===== config.mk =====
export PLATFORM = sky130hd
export DESIGN_NAME = rbm_ram
export DESIGN_NICKNAME = d
export VERILOG_FILES = /design/src/rbm_ram.sv
export SDC_FILE = /design/constraint.sdc
export NUM_CORES = 2
export LEC_CHECK = 0
export ABC_CLOCK_PERIOD_IN_PS = 10220
export BUFFER_PORTS_ARGS = -buffer_cell sky130_fd_sc_hd__buf_2
export CORE_ASPECT_RATIO = 1.4
export CORE_MARGIN = 3
export CORE_UTILIZATION = 65
export CTS_BUF_LIST = sky130_fd_sc_hd__clkbuf_4 sky130_fd_sc_hd__clkbuf_8
export DETAILED_ROUTE_END_ITERATION = 10
export MAX_ROUTING_LAYER = met4
export PLACE_DENSITY_LB_ADDON = 0.08
export SYNTH_ARGS = -nofsm -noshare
export SYNTH_HDL_FRONTEND = slang
export SYNTH_SLANG_ARGS = --single-unit

===== constraint.sdc =====
create_clock -name clk -period 10.22 [get_ports clk]
set_input_delay 0 -clock clk [delete_from_list [all_inputs] [get_ports clk]]
set_output_delay 0 -clock clk [all_outputs]
set_load 0.1 [all_outputs]

===== src/rbm_ram.sv =====
// Generic single-write, single-read RAM with registered read data.
module rbm_ram #(
    parameter int WIDTH  = 64,
    parameter int DEPTH  = 64,
    parameter int ADDR_W = $clog2(DEPTH)
) (
    input  logic              clk,
    input  logic              wr_en,
    input  logic [ADDR_W-1:0] wr_addr,
    input  logic [WIDTH-1:0]  wr_data,
    input  logic              rd_en,
    input  logic [ADDR_W-1:0] rd_addr,
    output logic [WIDTH-1:0]  rd_data
);

    logic [WIDTH-1:0] mem [DEPTH];

    always_ff @(posedge clk)
    begin
        if (wr_en)
        begin
            mem[wr_addr] <= wr_data;
        end
        if (rd_en)
        begin
            rd_data <= mem[rd_addr];
        end
    end

endmodule


==> results_dict.tcl <==
set metrics [dict create \
    outcome "completed" \
    via_count 77900 \
    num-fill-cells 13700 \
    drt-initial-drc-count 11500 \
    placement_rows 212 \
    die_width_um 421 \
    areaGrowthSynthToFinish_pct 10.9 \
    detailed_place_hpwl_mm 219 \
    finalHoldViolCount 0 \
    number_of_global_route_vias_before_repair 78500 \
    synth.lib_cells_used.distinct 32 \
    cp_slowest_cell "sky130_fd_sc_hd__nor2_4" \
    top_layer_in_use "met4" \
    met3_length_mm 45.3 \
    post_cts_hold_buffer_count 80 \
    power.clock.fraction_pct 37.7 \
    cp_max_fo 67 \
    ios 143 \
    worstPathCellList "dlygate4sd3_1, buf_8, nor2_4, buf_4, buf_4, a22oi_1, and3_1, a211oi_1" \
    internal_pwr_total_w 0.0260 \
    post-layout-total-power_w 0.0333 \
    p_comb_share_pct 5.3 \
    min_path_type "in -> reg" \
    post_route_cells_drive_above_1_share_pct 30.7 \
    critPathBufInv 4 \
    yosysSeqAreaShare_pct 79.6 \
    finalWirelength_mm 421 \
    numPortBuffers 142 \
    timing.critical_path.max_delay_family "buffers and inverters" \
    dr_wl_met2_mm 211 \
    fin_nets 7323 \
    tritoncts_num_sinks 4160 \
    timing_worst_slew_pin_value_ps 1290 \
    routabilityCongestion 0.824 \
    core_mm2 0.239 \
    htree_levels 6 \
    wirelength_met1_mm 146 \
    max_freq_ghz 0.281 \
    antenna_left 0 \
    path_common_cell "sky130_fd_sc_hd__buf_4" \
    arrival_ps 4400 \
    initial_antenna_violation_count 26 \
    power_leakage_nw 54.6 \
    post_synth_instance_area_mm2 0.157 \
    final_period_minus_worst_setup_slack_ps 3550 \
    drc_violation_count_after_routing 0 \
    max-slew-margin-rel_pct 13.9 \
    avgSynthCellArea_um2 23.8 \
    rsz_0062_raised_after_global_routing "false" \
    clk-insertion-delay-late_ps 1060 \
    drt-vias-per-instance 7.15 \
    timing.max_cap.violations 0 \
    worst_clock_skew_ps 47.2 \
    finalSetupViolations 0 \
    crit_path_max_incr_delay_ps 1010 \
    register_clock_pin_slew_on_the_reported_worst_setup_and_hold_paths_ps 70 \
    numCtsBuffers 598 \
    cp-start-kind "primary input" \
    floorplan.die_area_mm2 0.248 \
    synthesis.instances 6598 \
    peakVddDrop_v 0.000170 \
    yosysWarnings 0 \
    synth.net_count 6677 \
    layout_worst_path_cycle_share_pct 34.8 \
    ys_seq_elements 4160 \
    cts_setup_buffers 0 \
    cts-root-to-sink-buffers 4 \
    first_pass_grt_wire_length_mm 597 \
    switching_share_of_power_pct 21.9 \
    pin_count_of_the_biggest_net_entering_global_routing 140 \
    initial_utilization_pct 65.6 \
    globalRouteTotalUtil_pct 35.7 \
    timing.critical_path.to_type "flip-flop" \
    worst-endpoint-required_ps 11060 \
    setup_total_negative_slack_ps 0 \
    clock_tree_from_tritoncts "built" \
    switchingPower_w 0.00728 \
    timing_worst_setup_path_type "in -> reg" \
    cts_root_buf "sky130_fd_sc_hd__clkbuf_8" \
    die_h_um 587 \
    cts-resized-gates 0 \
    overflow 0 \
    drt_pass1_iterations 8 \
    drt_wl_cell_um 38.6 \
    drv_slew 0 \
    power_per_cell_area_mw_per_mm2 191 \
    power.share.sequential_pct 57.1 \
]
-- routing by layer --
layer	up-vias	GRT usage (%)
li1	29900	-
met1	41800	48.2
met2	5296	56.3
met3	946	6.11
met4	0	13.2
met5	-	-
-- logic make-up (layout without fill, tap and decap cells) --
kind of cell	after synthesis	after routing	synth area share (%)
buf+inv	389	1470	1.18
flops	4160	4160	79.6
other cells	0	19	0
simple gates	386	386	1.23
mux	1159	1159	15.6
compound gates	504	504	2.47
-- synthesized netlist by cell type --
cell type	count	area share, %
sky130_fd_sc_hd__edfxtp_1	4160	80
sky130_fd_sc_hd__mux4_2	1024	15
sky130_fd_sc_hd__buf_2	170	0.54
sky130_fd_sc_hd__a22oi_1	168	0.80
sky130_fd_sc_hd__clkbuf_1	140	0.33
sky130_fd_sc_hd__mux2i_1	135	0.86
sky130_fd_sc_hd__nor2_1	112	0.27
sky130_fd_sc_hd__a22o_1	88	0.49
sky130_fd_sc_hd__o22ai_1	83	0.33
sky130_fd_sc_hd__and3_1	64	0.26
sky130_fd_sc_hd__a211oi_1	63	0.30
sky130_fd_sc_hd__nand2_1	58	0.14
sky130_fd_sc_hd__nand3_1	45	0.14
sky130_fd_sc_hd__o221ai_1	38	0.21
sky130_fd_sc_hd__buf_4	34	0.16
sky130_fd_sc_hd__or3_1	29	0.12
sky130_fd_sc_hd__nor2b_1	28	0.11
sky130_fd_sc_hd__or2_2	28	0.11
sky130_fd_sc_hd__a41oi_1	26	0.15
sky130_fd_sc_hd__buf_1	20	0.048
sky130_fd_sc_hd__a2bb2oi_1	19	0.11
sky130_fd_sc_hd__inv_1	19	0.045
sky130_fd_sc_hd__a31oi_1	18	0.072
sky130_fd_sc_hd__nand2b_1	11	0.044
sky130_fd_sc_hd__buf_6	6	0.043
sky130_fd_sc_hd__and2_1	3	0.012
sky130_fd_sc_hd__nand3b_1	2	0.0096
sky130_fd_sc_hd__nand4_1	2	0.0080
sky130_fd_sc_hd__nor3_1	2	0.0064
sky130_fd_sc_hd__a31o_1	1	0.0056
sky130_fd_sc_hd__nand4b_1	1	0.0056
sky130_fd_sc_hd__or3b_2	1	0.0056
-- registers in the layout (all words and copies together), names as in the netlist --
name / count
mem: 4096
rd_data: 64
-- path summary, 6_finish.rpt --
check	start	to	slack, ps	cells after the start
max reg2reg	mem[11][12]	rd_data[12]	7910	5
min	rd_addr[0]	rd_data[59]	200	5
max	rd_addr[2]	rd_data[20]	6670	8
min reg2reg	mem[36][18]	rd_data[18]	910	4
-- layout make-up --
class / count / area (µm²) / share of cell area (%)
Multi-Input combinational cell: 2049 / 30800 / 17.7
Timing Repair Buffer: 416 / 3140 / 1.80
Inverter: 19 / 71.3 / 0.0410
Antenna cell: 19 / 47.5 / 0.0273
Clock buffer: 805 / 9910 / 5.69
Clock inverter: 230 / 1260 / 0.721
Sequential cell: 4160 / 125000 / 71.7
Tap cell: 3210 / 4020 / 2.31
-- cells in the final DEF (no fill, tap or decap), types with 55 or more instances in the layout --
master / netlist / final
sky130_fd_sc_hd__a22oi_1: 168 / 168
sky130_fd_sc_hd__a22o_1: 88 / 88
sky130_fd_sc_hd__edfxtp_1: 4160 / 4160
sky130_fd_sc_hd__buf_2: 170 / 138
sky130_fd_sc_hd__mux2i_1: 135 / 135
sky130_fd_sc_hd__clkinv_1: 0 / 143
sky130_fd_sc_hd__buf_4: 34 / 184
sky130_fd_sc_hd__and3_1: 64 / 64
sky130_fd_sc_hd__nand2_1: 58 / 55
sky130_fd_sc_hd__o22ai_1: 83 / 83
sky130_fd_sc_hd__mux4_2: 1024 / 1024
sky130_fd_sc_hd__a211oi_1: 63 / 63
sky130_fd_sc_hd__clkbuf_4: 0 / 187
sky130_fd_sc_hd__clkbuf_8: 0 / 618
sky130_fd_sc_hd__nor2_4: 0 / 65
sky130_fd_sc_hd__dlygate4sd3_1: 0 / 80
-- per-stage QoR --
| stage | hold WS (ps) | cells | util, % | setup WS, ps | cell area, µm² |
|---|---|---|---|---|---|
| finish | 202 | 10900 | 72.8 | 6670 | 174000 |
| global route | 246 | 10900 | 72.8 | 6370 | 174000 |
| CTS | 94.4 | 10900 | 72.8 | 6690 | 174000 |
| detailed placement | 630 | 9774 | 67.8 | 5520 | 162000 |
| global placement | 635 | 9774 | 67.8 | 5560 | 162000 |
| floorplan | 98.9 | 6598 | - | 4780 | 157000 |
-- tightest hold or removal path, cell delays in order --
cell and delay (ps):
sky130_fd_sc_hd__buf_12 240, sky130_fd_sc_hd__mux4_2 430, sky130_fd_sc_hd__a22o_1 130, sky130_fd_sc_hd__nor2_1 40, sky130_fd_sc_hd__a211oi_1 240
-- power by group through the flow --
stage	clock [W]	combinational, W	sequential (W)
after detailed placement	0	0.00172	0.0194
final	0.0125	0.00175	0.0190
after floorplan	0	0.000880	0.0195
after CTS	0.0127	0.00175	0.0190
after global routing	0.0135	0.00184	0.0190
after global placement	0	0.00169	0.0193
Power figures use the tool's default switching activity.
