**src/rbm_pkg.sv**
```systemverilog
// Shared types and constants for the reachability bitmap matrix.
package rbm_pkg;

    localparam int ROW_W      = 64;
    localparam int IDX_W      = 6;
    localparam int CNT_W      = 7;
    localparam int KIND_W     = 3;
    localparam int IN_DATA_W  = 16;
    localparam int OUT_DATA_W = 72;

    typedef logic [KIND_W-1:0] kind_t;

    localparam kind_t KIND_BEGIN  = 3'd0;
    localparam kind_t KIND_ADD    = 3'd1;
    localparam kind_t KIND_QUERY  = 3'd2;
    localparam kind_t KIND_MEMBER = 3'd3;
    localparam kind_t KIND_APPLY  = 3'd4;

    // Outcome of one row operation, handed from the row ALU to the top level.
    typedef struct packed {
        logic             wr_en;
        logic [ROW_W-1:0] wr_row;
        logic             connected;
        logic [ROW_W-1:0] row;
        logic             err;
        logic             fuse;
    } alu_res_t;

endpackage

```
**src/rbm_row_alu.sv**
```systemverilog
// Row operation for every kind except the fusion walk.
module rbm_row_alu (
    input  rbm_pkg::kind_t                 kind,
    input  logic [rbm_pkg::IDX_W-1:0]      node_index,
    input  logic [rbm_pkg::IDX_W-1:0]      other_index,
    input  logic                           self_loop,
    input  logic                           n_ok,
    input  logic                           o_ok,
    input  logic [rbm_pkg::ROW_W-1:0]      row_n,
    input  logic [rbm_pkg::ROW_W-1:0]      row_o,
    output rbm_pkg::alu_res_t              res
);

    logic [rbm_pkg::ROW_W-1:0] own_bit;
    logic [rbm_pkg::ROW_W-1:0] begin_row;

    assign own_bit   = rbm_pkg::ROW_W'(1) << node_index;
    assign begin_row = (self_loop ? row_n : '0) | own_bit;

    always_comb
    begin
        res = '0;
        unique case (kind)
            rbm_pkg::KIND_BEGIN:
            begin
                if (!n_ok)
                begin
                    res.err = 1'b1;
                end
                else
                begin
                    res.wr_en  = 1'b1;
                    res.wr_row = begin_row;
                    res.row    = begin_row;
                end
            end
            rbm_pkg::KIND_ADD:
            begin
                if (!n_ok || !o_ok)
                begin
                    res.err = 1'b1;
                end
                else if (other_index != node_index)
                begin
                    res.wr_en  = 1'b1;
                    res.wr_row = row_n | row_o;
                    res.row    = row_n | row_o;
                end
                else
                begin
                    // self edge: keep the row as it is
                    res.row = row_n;
                end
            end
            rbm_pkg::KIND_QUERY:
            begin
                if (!n_ok || !o_ok)
                begin
                    res.err = 1'b1;
                end
                else
                begin
                    res.row       = row_n;
                    res.connected = row_n[other_index];
                end
            end
            rbm_pkg::KIND_MEMBER:
            begin
                if (!n_ok)
                begin
                    res.err = 1'b1;
                end
                else
                begin
                    res.fuse = 1'b1;
                    res.row  = row_n;
                end
            end
            default:
            begin
                res = '0;
            end
        endcase
    end

endmodule

```
**config.mk**
```make
export PLATFORM = sky130hd
export DESIGN_NAME = rbm_row_alu
export DESIGN_NICKNAME = d
export VERILOG_FILES = /design/src/rbm_pkg.sv /design/src/rbm_row_alu.sv
export SDC_FILE = /design/constraint.sdc
export NUM_CORES = 1
export LEC_CHECK = 0
export ABC_CLOCK_PERIOD_IN_PS = 3100
export BUFFER_PORTS_ARGS = -buffer_cell sky130_fd_sc_hd__buf_4
export CAP_MARGIN = 40
export CORE_UTILIZATION = 27
export DETAILED_ROUTE_END_ITERATION = 8
export PLACE_DENSITY = 0.6
export SLEW_MARGIN = 20
export SYNTH_ARGS = -nofsm -noshare
export SYNTH_HDL_FRONTEND = slang
export SYNTH_SLANG_ARGS = --single-unit
```
**constraint.sdc**
```tcl
create_clock -name vclk -period 3.1
set_input_delay 0.62 -clock vclk [all_inputs]
set_output_delay 0.62 -clock vclk [all_outputs]
set_load 0.01 [all_outputs]
```
==> impl.org <==
** Status
- Run status :: finished, final reports clean

** Worst setup path
- The cell that appears most often on the critical path is buf_4.
- The number of buffers and inverters on the critical path is 3.
- Maximum fanout count along the critical path :: between 60 and 70
- In this run the worst setup path terminates at res[34].
- Data on the critical path arrives at its endpoint at between 2000 and 2500 ps.
- Worst Path Required :: about 2500 ps
- Among all stages on the critical path, the largest delay is contributed by nor4_1.
- STA classifies the critical path startpoint as an input port.
- Critical-path cell list :: buf_4 > xor2_1 > nor4_1 > a31oi_4 > buf_12 > a21oi_1 > o21ai_1 > buf_4
- In this run the number of cells on the critical path is 8.
- Worst path top cell family by delay :: buffers and inverters
- CP max stage delay :: roughly 470 ps
- The worst setup path is captured at a primary output.
- Class of the most critical setup path :: input port to primary output
- Tracing the worst setup path back leads to its startpoint at other_index[0].

** Global route
- Entering global routing, the biggest net connects 66 pins.
- GRT Overall Usage :: 0.256
- The first global-routing pass estimated about 24000 um of wire.
- Number of global-route vias before repair :: roughly 4800
- The number of antenna violations at the first check in global routing is 0.
- The total overflow left after global routing is 0.

** Min path
- Min-Delay Path Class :: input port to primary output

** Power
- For this design the total switching power over the nets is about 290 uW.
- Combinational cell fraction of total power :: 1.000
- Power density cells :: approximately 110 nW/um2
- Of the total power, registers draw 0.
- In this run the static leakage power is roughly 2.7 nW.
- Internal power comes to roughly 290 uW.
- Switching part of the total power :: 0.501
- The worst-case IR drop observed on VDD is a little over 0.06 mV.
- Clock network power share :: 0

** Logic synthesis
- Post-synthesis adder-cell area fraction :: 0.00326
- Of the synthesized area, sequential elements account for 0.
- The synthesized netlist occupies a cell area of between 3000 and 4000 um2.
- Of the total synthesized cell area, the portion taken by XOR and XNOR cells is 0.0171.
- Counting distinct cell types in the post-synthesis netlist gives 32.
- Biggest area consumer among synthesized cells :: nand2_1
- After synthesis, the most frequently instantiated cells are nand2_1, o21ai_0, a21oi_1.
- Post-synthesis net count :: 724
- Compound-Gate Fraction of Synth Area :: 0.437
- The cell count after synthesis came out at 578.
- Proportion of netlist area held by the largest area contributor :: 0.242
- Yosys printed 0 warnings.
- Combinational family with the most area after synthesis :: compound AO/OA/AOI/OAI gates
- Average footprint of a synthesized cell :: between 5 and 6 um2
- Largest cells by area after synthesis :: nand2_1, o21ai_0, a21oi_1, mux4_2, o21ai_1
- Multiplexer share of the synthesized area :: 0.143
- Of the total synthesized cell area, the portion taken by AND, OR, NAND and NOR gates is 0.309.
- Most frequently used cell type in the post-synthesis netlist :: nand2_1

** STA
- For the final routed database, the setup TNS stands at 0 ps.
- Setup repair after global routing left no endpoint under its margin.
- Final slew viol count :: 0
- Timing would allow up to 0.343 GHz.
- For the finished layout, the period the worst path requires is between 2000 and 3000 ps.
- Final number of hold-violating endpoints :: 0
- For the pin with the worst max-slew slack, the measured transition is between 600 and 700 ps.
- Setup violations remaining at the end of the flow were counted as 0.
- Dividing the final minimum period by the clock period gives 0.941.
- The worst pin sits at a relative slew slack of 0.597.

** Route
- Routed via count divided by cell count :: about 5.4
- Total Routed Length :: roughly 16000 um
- The detail route stage leaves a number of antenna-violating nets equal to 0.
- In the detailed route, the total length drawn on met3 is ~1100 um.
- The first TritonRoute pass finished after 5 iterations.
- The routed layout has 5145 vias.
- DR top layer :: met4
- The detailed router put a total of between 6000 and 7000 um of wire on met1.
- The detailed router finished its first iteration with around 260 violations.
- Summed over all nets, wire length on met2 after detailed routing comes to between 8000 and 9000 um.
- Residual DRC count :: 0
- Average wire per standard cell :: between 15 and 20 um

** Final layout
- FF+latch count :: 0
- Measured on the finished design, the core utilization comes to 0.471.
- Compared with the post-synthesis result, the final layout area differs by 68.5%.
- The sequential cells in the finished layout cover a total of 0 um2.
- Post-layout nets :: between 900 and 1000
- Clock buffers in the final layout number 0.
- # fillers :: 1176
- Of the cells placed in the final design, the portion with a size suffix greater than 1 is 0.374.
- Final design area excluding fillers :: about 5200 um2
- N_diodes :: 0

** Floorplan
- Pin placement for this block handled between 200 and 300 I/O pins.
- Core region area :: around 11000 um2
- Width of the die :: between 100 and 150 um
- Chip height :: approximately 110 um
- Row generation in the floorplan step produced 38 rows.
- The initial utilization of the core area, before any placement, comes to 0.280.
- The die covers around 12000 um2.

** Clock network
- For this design, the CTS-stage hold fixing added 0 buffers.
- Gates resized during post-CTS repair numbered 0.
- The number of setup buffers added after CTS is 0.

** Placed design
- At the end of routability-driven placement, the weighted congestion stood at 0.762.
- Half-perimeter wire length after detailed placement :: about 12000 um
- Quantity of I/O buffers inserted on ports :: about 280
- Area post-placement :: just over 5000 um2

** Flow run
- Max capacitance violation total :: 0
[cell type report]
type | instances | area (um2) | share of cell area
Timing Repair Buffer | 287 | 2180 | 0.421
Multi-Input combinational cell | 525 | 2820 | 0.544
Tap cell | 140 | 175 | 0.0338
Inverter | 1 | 3.75 | 0.000725
[worst min-delay path, stage by stage]
cell and delay, ps:
buf_4 90, a21oi_1 40, buf_4 130
[stage by stage]
stage / instances / hold WS [ps] / setup WS (ps) / power [mW]
2_1_floorplan: 578 / 1280 / 597 / 0.253
3_3_place_gp: 953 / 1500 / 226 / 0.568
3_5_place_dp: 953 / 1500 / 187 / 0.578
4_1_cts: 953 / 1500 / 176 / 0.581
5_1_grt: 953 / 1510 / 63.7 / 0.637
6_report: 953 / 1500 / 182 / 0.580
[how the worst min path moves through the flow]
| stage | start | end | cells past startpoint |
|---|---|---|---|
| 2_1_floorplan | kind[2] | res[1] | 1 |
| 3_3_place_gp | kind[2] | res[1] | 3 |
| 3_5_place_dp | kind[2] | res[1] | 3 |
| 4_1_cts | kind[2] | res[1] | 3 |
| 5_1_grt | kind[2] | res[1] | 3 |
| 6_report | kind[2] | res[1] | 3 |
[placed cells by master, fill, tap and decap left out]
| cell type | n |
|---|---|
| a2111o_1 | 1 |
| a21o_1 | 1 |
| a21oi_1 | 65 |
| a31oi_4 | 1 |
| and3_1 | 1 |
| buf_12 | 2 |
| buf_4 | 285 |
| inv_1 | 1 |
| maj3_1 | 1 |
| mux2i_1 | 6 |
| mux4_1 | 5 |
| mux4_2 | 11 |
| nand2_1 | 197 |
| nand2_2 | 1 |
| nand3_1 | 4 |
| nand3b_1 | 7 |
| nor2_1 | 4 |
| nor2b_1 | 4 |
| nor3_1 | 3 |
| nor3b_1 | 1 |
| nor3b_2 | 1 |
| nor4_1 | 2 |
| o211ai_1 | 1 |
| o21ai_0 | 148 |
| o21ai_1 | 46 |
| o21bai_1 | 1 |
| o22ai_1 | 1 |
| or2_1 | 1 |
| or3_1 | 2 |
| or3b_2 | 3 |
| xnor2_1 | 2 |
| xor2_1 | 4 |
[routing by layer]
layer  GRT usage  vias to the layer above
met4      0.0405                        0
met1       0.306                     2368
li1            -                     2516
met2       0.495                      239
met5           0                        -
met3      0.0263                       22
[cell families (layout without fill, tap and decap cells)]
family	Yosys count	after routing
AND/OR/NAND/NOR	231	231
AO/OA/AOI/OAI	265	265
multiplexers	22	22
XOR/XNOR	6	6
buffers and inverters	53	288
adder cells (fa/ha/maj)	1	1
[power by group through the flow]
| stage | Combinational, mW | Sequential (mW) | Clock (mW) |
|---|---|---|---|
| final | 0.580 | 0 | 0 |
| after global placement | 0.568 | 0 | 0 |
| after floorplan | 0.253 | 0 | 0 |
| after detailed placement | 0.578 | 0 | 0 |
| after global routing | 0.637 | 0 | 0 |
| after CTS | 0.581 | 0 | 0 |
No activity file was read; power rests on OpenSTA's default activity.
